--- config.mk ---
export PLATFORM = sky130hd
export DESIGN_NAME = stpq_cell
export DESIGN_NICKNAME = d
export VERILOG_FILES = /design/src/hdl/stpq_pkg.sv /design/src/hdl/stpq_cell.sv
export SDC_FILE = /design/constraint.sdc
export NUM_CORES = 1
export LEC_CHECK = 0
export BUFFER_PORTS_ARGS = -buffer_cell sky130_fd_sc_hd__buf_2
export CORE_AREA = 3 3 190 192
export DETAILED_ROUTE_END_ITERATION = 10
export DIE_AREA = 0 0 193 195
export SYNTH_ARGS = -nofsm -noshare
export SYNTH_HDL_FRONTEND = slang
export SYNTH_SLANG_ARGS = --single-unit
--- constraint.sdc ---
create_clock -name clk -period 15.23 [get_ports clk]
set_input_delay 0.7615 -clock clk [delete_from_list [all_inputs] [get_ports clk]]
set_output_delay 0.7615 -clock clk [all_outputs]
set_load 0.02 [all_outputs]
--- src/hdl/stpq_pkg.sv ---
`default_nettype none
package stpq_pkg;

	typedef enum logic [1:0] {
		ACT_INSERT  = 2'd0,
		ACT_REMOVE  = 2'd1,
		ACT_LIST    = 2'd2,
		ACT_INVALID = 2'd3
	} action_t;

	typedef enum logic [1:0] {
		STAT_OK      = 2'd0,
		STAT_EMPTY   = 2'd1,
		STAT_FULL    = 2'd2,
		STAT_INVALID = 2'd3
	} status_t;

	typedef enum logic [1:0] {
		CELL_HOLD,
		CELL_INSERT,
		CELL_SHIFT,
		CELL_ROTATE
	} cell_op_t;

	typedef enum logic {
		S_IDLE,
		S_LIST
	} state_t;

	typedef struct packed {
		logic signed [31:0] major;
		logic signed [31:0] middle;
		logic signed [31:0] minor;
	} entry_t;

	typedef struct packed {
		logic [1:0]         action;
		logic signed [31:0] key_major;
		logic signed [31:0] key_middle;
		logic signed [31:0] key_minor;
	} req_word_t;

	typedef struct packed {
		logic signed [31:0] out_major;
		logic signed [31:0] out_middle;
		logic signed [31:0] out_minor;
		logic [5:0]         entry_count;
		logic [1:0]         status;
		logic               last;
	} rsp_word_t;

	typedef struct packed {
		cell_op_t op;
		entry_t   key;
	} cell_ctl_t;

	// a sorts strictly after b
	function automatic logic entry_greater(entry_t a, entry_t b);
		logic result;
		if (a.major != b.major)
			result = $signed(a.major) > $signed(b.major);
		else if (a.middle != b.middle)
			result = $signed(a.middle) > $signed(b.middle);
		else
			result = $signed(a.minor) > $signed(b.minor);
		return result;
	endfunction

endpackage
`default_nettype wire

--- src/hdl/stpq_cell.sv ---
`default_nettype none
module stpq_cell (
	input  wire logic              clk,
	input  wire stpq_pkg::cell_ctl_t ctl,
	input  wire logic              occupied,
	input  wire logic              wrap,
	input  wire logic              shift_left,
	input  wire stpq_pkg::entry_t  left_entry,
	input  wire stpq_pkg::entry_t  right_entry,
	input  wire stpq_pkg::entry_t  first_entry,
	output logic                   shift_here,
	output stpq_pkg::entry_t       entry_q
);

	logic greater;

	assign greater    = occupied && stpq_pkg::entry_greater(entry_q, ctl.key);
	// free cells and cells that sort after the key move right on insert
	assign shift_here = !occupied || greater;

	always_ff @(posedge clk) begin
		case (ctl.op)
			stpq_pkg::CELL_INSERT: begin
				if (shift_here)
					entry_q <= shift_left ? left_entry : ctl.key;
			end
			stpq_pkg::CELL_SHIFT:  entry_q <= right_entry;
			stpq_pkg::CELL_ROTATE: entry_q <= wrap ? first_entry : right_entry;
			default:               entry_q <= entry_q;
		endcase
	end

endmodule
`default_nettype wire

# Word-level counts from Yosys, hierarchy flattened
# Cells that the tools add are included.
[word_totals]
inputBits = 390
mem_bits_ro = 0
latch_bits = 0
regBits = 96
ram_bits = 0
n_memories = 0
[classes]
div_mod_pow = 0
magnitude_cmp = 3
muxes = 6
mul = 0
n_reduce_logical = 5
shifts = 0
add_sub_neg = 0
n_eq_ne = 6
n_bitwise = 0
[ops]
columns = ["op", "n"]
rows = [
  ["96-bit two-way mux", 3],
  ["96-bit case mux with 3 select lines", 1],
  ["32-bit > comparator", 3],
  ["32-bit != test", 2],
  ["2-bit equality test (second input constant)", 2],
  ["3-bit nonzero test", 1],
  ["2-bit by 1-bit equality test with 1-bit output (second input constant)", 1],
  ["1-bit two-way mux", 2],
  ["2-bit != test (second input constant)", 1],
  ["2-bit AND reduction", 1],
  ["1-bit logical AND", 1],
  ["1-bit zero test", 1],
  ["1-bit logical OR", 1],
]

# Longest topological paths before layout
[depth]
ltp_word = 7
mapped_depth = 9
mapped_depth_nobuf = 9

# Least setup slack after synthesis
# No wires, ideal clock.
[synth_path]
path_type = "in2reg"
start = "input port ctl[79] (netlist bit)"
end = "register entry_q[0] (netlist bit) (enable)"
setup_ns = 0.570
t_required_ns = 14.660
path_stages = 9
setup_slack_ns = 7.826
arrival_time_ns = 6.834
cell_sequence = "inv_1 ha_1 nand4_1 or4_1 a21o_1 a31oi_1 mux2i_1 a31o_1 o21bai_1"
[synth_between]
elab_chain_len = 6
elab_cells_between_ends = 7
[synth_rtl]
columns = ["element", "line", "rtl"]
rows = [
  ["start, declared", "stpq_cell.sv:4", "input wire stpq_pkg::cell_ctl_t ctl,"],
  ["32-bit > comparator or 32-bit != test (tied branches)", "stpq_pkg.sv:61, stpq_pkg.sv:60", ""],
  ["1-bit two-way mux *", "stpq_pkg.sv:60", "if (a.major != b.major)"],
  ["1-bit logical AND *", "stpq_cell.sv:17", "assign greater = occupied && stpq_pkg::entry_greater(entry_q, ctl.key);"],
  ["1-bit logical OR *", "stpq_cell.sv:19", "assign shift_here = !occupied || greater;"],
  ["2-bit != test (no source line) *", "n/a", ""],
  ["2-bit AND reduction (no source line) *", "n/a", ""],
  ["end signal, assigned", "stpq_cell.sv:25", "entry_q <= shift_left ? left_entry : ctl.key;"],
  ["end signal, assigned", "stpq_cell.sv:27", "stpq_pkg::CELL_SHIFT: entry_q <= right_entry;"],
  ["end signal, assigned", "stpq_cell.sv:28", "stpq_pkg::CELL_ROTATE: entry_q <= wrap ? first_entry : right_entry;"],
  ["end, declared", "stpq_cell.sv:12", "output stpq_pkg::entry_t entry_q"],
]
# Every way passes the cells marked *; elsewhere a longest branch is shown, timed or not.
# A chain may end at the register's enable or synchronous reset.

# Worst setup path in the final report
[layout_path]
start = "input port ctl[63] (netlist bit)"
end = "output port shift_here"
[layout_between]
elab_chain_len = 5
elab_cells_between_ends = 6
[layout_rtl]
columns = ["element", "line", "rtl"]
rows = [
  ["32-bit > comparator or 32-bit != test (tied branches)", "stpq_pkg.sv:63, stpq_pkg.sv:62", ""],
  ["1-bit two-way mux *", "stpq_pkg.sv:62", "else if (a.middle != b.middle)"],
  ["1-bit two-way mux *", "stpq_pkg.sv:60", ""],
  ["1-bit logical AND *", "stpq_cell.sv:17", ""],
  ["1-bit logical OR *", "stpq_cell.sv:19", ""],
  ["end, declared", "stpq_cell.sv:11", "output logic shift_here,"],
]
# Marks and branches as above.

==> results.md <==
- During placement, the flow inserted port buffers numbering 486.
- At the worst endpoint, the required time is 14.47 ns.
- The standby leakage power is 5.84 nW.
- In the post-synthesis netlist, the cell with the most instances is sky130_fd_sc_hd__a21oi_1.
- The category of the most critical setup path is primary input to output pin.
- Of the cells placed in the final design, the portion with a size suffix greater than 1 is 37.9%.
- Static timing analysis puts the maximum clock frequency at 0.247 GHz.
- Counting tap cells, the placed design contains a total of 1784 instances.
- The final count of hold timing violations came to 0.
- In this run the most critical hold path is launched from left_entry[48].
- The die boundary height is 195 µm.
- The number of post-CTS setup repair buffers is 0.
- In this run the core area contains 68 standard-cell rows.
- Buffers inserted during clock tree synthesis total 9.
- Gates resized during post-CTS repair numbered 0.
- The number of flops mapped to enable cells by yosys is 96.
- Before antenna repair, the detailed router went through 5 iterations.
- The H-tree generated during clock tree synthesis spans 3 levels.
- The sequential share of the synthesized area is 35.5%.
- The number of max-slew violations in the final report is 0.
- The post-synthesis instance total is 889.
- The worst clock skew is 0.0154 ns.
- Counting every net in the synthesized netlist gives approximately 1400.
- The max-capacitance violation count is 0.
- The count of cells in the finished layout, fillers not included, comes to 1801.
- The number of distinct library cells after synthesis is 37.
- The initial utilization of the core area, before any placement, comes to between 20% and 30%.
- After clock tree synthesis, the clock-pin slew on the worst setup and hold paths is around 0.080 ns.
- The HPWL after detailed placement is 26900 µm.
- Setup repair after global routing left no endpoint under its margin.
- The run finished with clean final reports.
- Global routing finished with a remaining overflow of 0.
- Across all hold checks on the routed design, the worst slack comes to about 0.76 ns.
- The remaining antenna violation count after routing is 0.
- The power consumption is 0.892 mW.
- After synthesis the netlist holds a flip-flop and latch count of 96.
- In the final timing run, aggregate negative setup slack is 0 ns.
- The startpoint identified for the worst register-to-register timing path is entry_q[63].
- Entering global routing, the biggest net connects 102 pins.
- The actual slew at the worst max-slew pin is 0.942 ns.
- Dividing the detail-routed via count by the number of cells gives 4.64.
- The sum of routed wire length over all layers is ~32000 µm.
- The via count of the first global-routing pass is approximately 8300.
- The first routing iteration left 339 violations.
- The root buffer cell chosen for the clock tree is sky130_fd_sc_hd__clkbuf_16.
- For this run, the total global-route usage over all layers was measured as between 15 and 20%.
- The area of the die is 37600 µm².
- In this run the tightest slew margin relative to its limit is 37.2%.
- The clock latency at the later pin of the worst-skew pair is 0.35 ns.
- The total area inside the core boundary comes to 34500 µm².
- The peak ir drop on the vdd network is between 0.04 and 0.05 mV.
- Along the worst path, the maximum fanout reaches 4.
- No sink is reached through more buffers than the 2 on the longest clock path.
- The clock tree from TritonCTS is yes.
- Routability-driven placement finished with a final weighted congestion of 0.869.
- The power density of the placed cells is roughly 79 nW/µm².
- The signal arrival time at the worst endpoint is 3.29 ns.
- The largest total area in the synthesized netlist belongs to sky130_fd_sc_hd__edfxtp_1.
- In the finished design, the share of the clock period the worst path needs comes to 26.6%.
- The kind of path behind the tightest hold check is primary input to flop.
- The cell area that synthesis handed to floorplanning was slightly above 8000 µm².
- The routed layout has about 8400 vias.
- STA classifies the critical path startpoint as a primary input.
- The wire length of the first global-routing pass is ~46000 µm.
- entry_q holds more flip-flops than any other register.
- Relative to the synthesized area, the layout overhead comes to 39.2%.
- The largest registers in the layout are entry_q (96).
- In this run, post-CTS hold repair placed 0 buffers.
- The worst setup path is captured at an output pin.
- Cells fill 32.7% of the core in the end.
- The flip-flop count of the largest register, all copies and words added is 96.
- In this run the mean area of a mapped cell was 9.14 µm².
- Counting every sink on the clock net gives 96.
- At the end of the flow, the number of nets in the layout was between 1500 and 2000.
- In this run the horizontal extent of the chip is 193 µm.
- By count the netlist is led by sky130_fd_sc_hd__a21oi_1, sky130_fd_sc_hd__inv_1, sky130_fd_sc_hd__nor2_1.
- For this run, design rule violations remaining after detail routing come to 0.
- In the final routed layout, each cell accounts on average for ~18 µm.
- Sorting the synthesized cells by area gives the leading types as sky130_fd_sc_hd__edfxtp_1, sky130_fd_sc_hd__ha_1, sky130_fd_sc_hd__mux2i_1.
- The Yosys warning count is 0.
- The final number of setup-violating endpoints is 0.
- The final period demand of the worst path is between 4 and 5 ns.
- Among all flip-flop cells after synthesis, the most frequent one is sky130_fd_sc_hd__edfxtp_1.
- For this run, asynchronously set or reset flops after synthesis account for 0%.
- The initial antenna violation count came to 3.
- Setup slack on the worst reg-to-reg path comes out at roughly 11 ns.
- Pin placement for this block handled 487 I/O pins.
- The most critical setup path has its startpoint at ctl[63].
- The top cell type by area accounts for a little over a third of the synthesized area.
worst max-delay path: stages:
cell                      delay [ns]
sky130_fd_sc_hd__buf_2          0.08
sky130_fd_sc_hd__inv_1          0.05
sky130_fd_sc_hd__ha_1           0.35
sky130_fd_sc_hd__nand4_1        0.17
sky130_fd_sc_hd__nor4_1         0.49
sky130_fd_sc_hd__nand3_1        0.34
sky130_fd_sc_hd__a31oi_1        0.54
sky130_fd_sc_hd__nor4_1         0.10
sky130_fd_sc_hd__o21ai_1        0.18
sky130_fd_sc_hd__buf_2          0.22
worst paths after layout:
kind                  to  cells past startpoint
min          entry_q[48]                      3
max reg2reg  entry_q[88]                      8
min reg2reg  entry_q[70]                      6
max           shift_here                     10
per-layer routing:
metal	share of wire, %	wire, µm	vias to the layer above	GRT usage (%)
li1	-	-	4212	-
met1	39	12500	3752	18.0
met2	50	16200	349	29.6
met3	8.2	2630	33	4.06
met4	2.5	801	4	4.74
met5	0.10	33	-	0
logic make-up (layout without fill, tap and decap cells):
kind of cell | Yosys count | in the layout | share of synthesized area [%]
DFF | 96 | 96 | 35.5
AOI/OAI and AO/OA | 276 | 276 | 21.1
and+or+nand+nor | 171 | 171 | 9.61
buffers and inverters | 153 | 608 | 7.09
adders and majority gates | 96 | 96 | 14.8
muxes | 97 | 97 | 12.0
other | 0 | 2 | 0
metrics by stage:
step | setup slack [ns] | cell area (µm²)
after global placement | 10.86 | 11000
final | 11.18 | 11300
after floorplan | 7.83 | 8120
after detailed placement | 10.82 | 11000
after global routing | 10.77 | 11300
after CTS | 10.92 | 11300
cell usage in the layout (no fill, tap or decap), drive strengths merged, types with 10 or more instances in the layout:
cell type,netlist,final
o21ai,11,11
mux2i,97,97
inv,101,104
clkbuf,40,10
a21o,10,10
edfxtp,96,96
a211oi,98,98
a21oi,136,136
nand4,23,23
ha,96,96
nor2,100,100
nand2,17,17
buf,12,492
cell type report:
class,count,area [µm²]
multi-input combinational,640,4680
fill,3706,23200
inverter,101,379
timing repair buffer,492,2490
sequential,96,2880
tap,455,569
clock buffer,10,229
clock inverter,5,65.1
antenna,2,5.00
where the power goes:
part / internal [mW] / switching (mW)
combinational: 0.125 / 0.179
clock: 0.129 / 0.109
sequential: 0.330 / 0.0202
total: 0.584 / 0.308
Note: power is estimated with default switching activity, not from simulation.
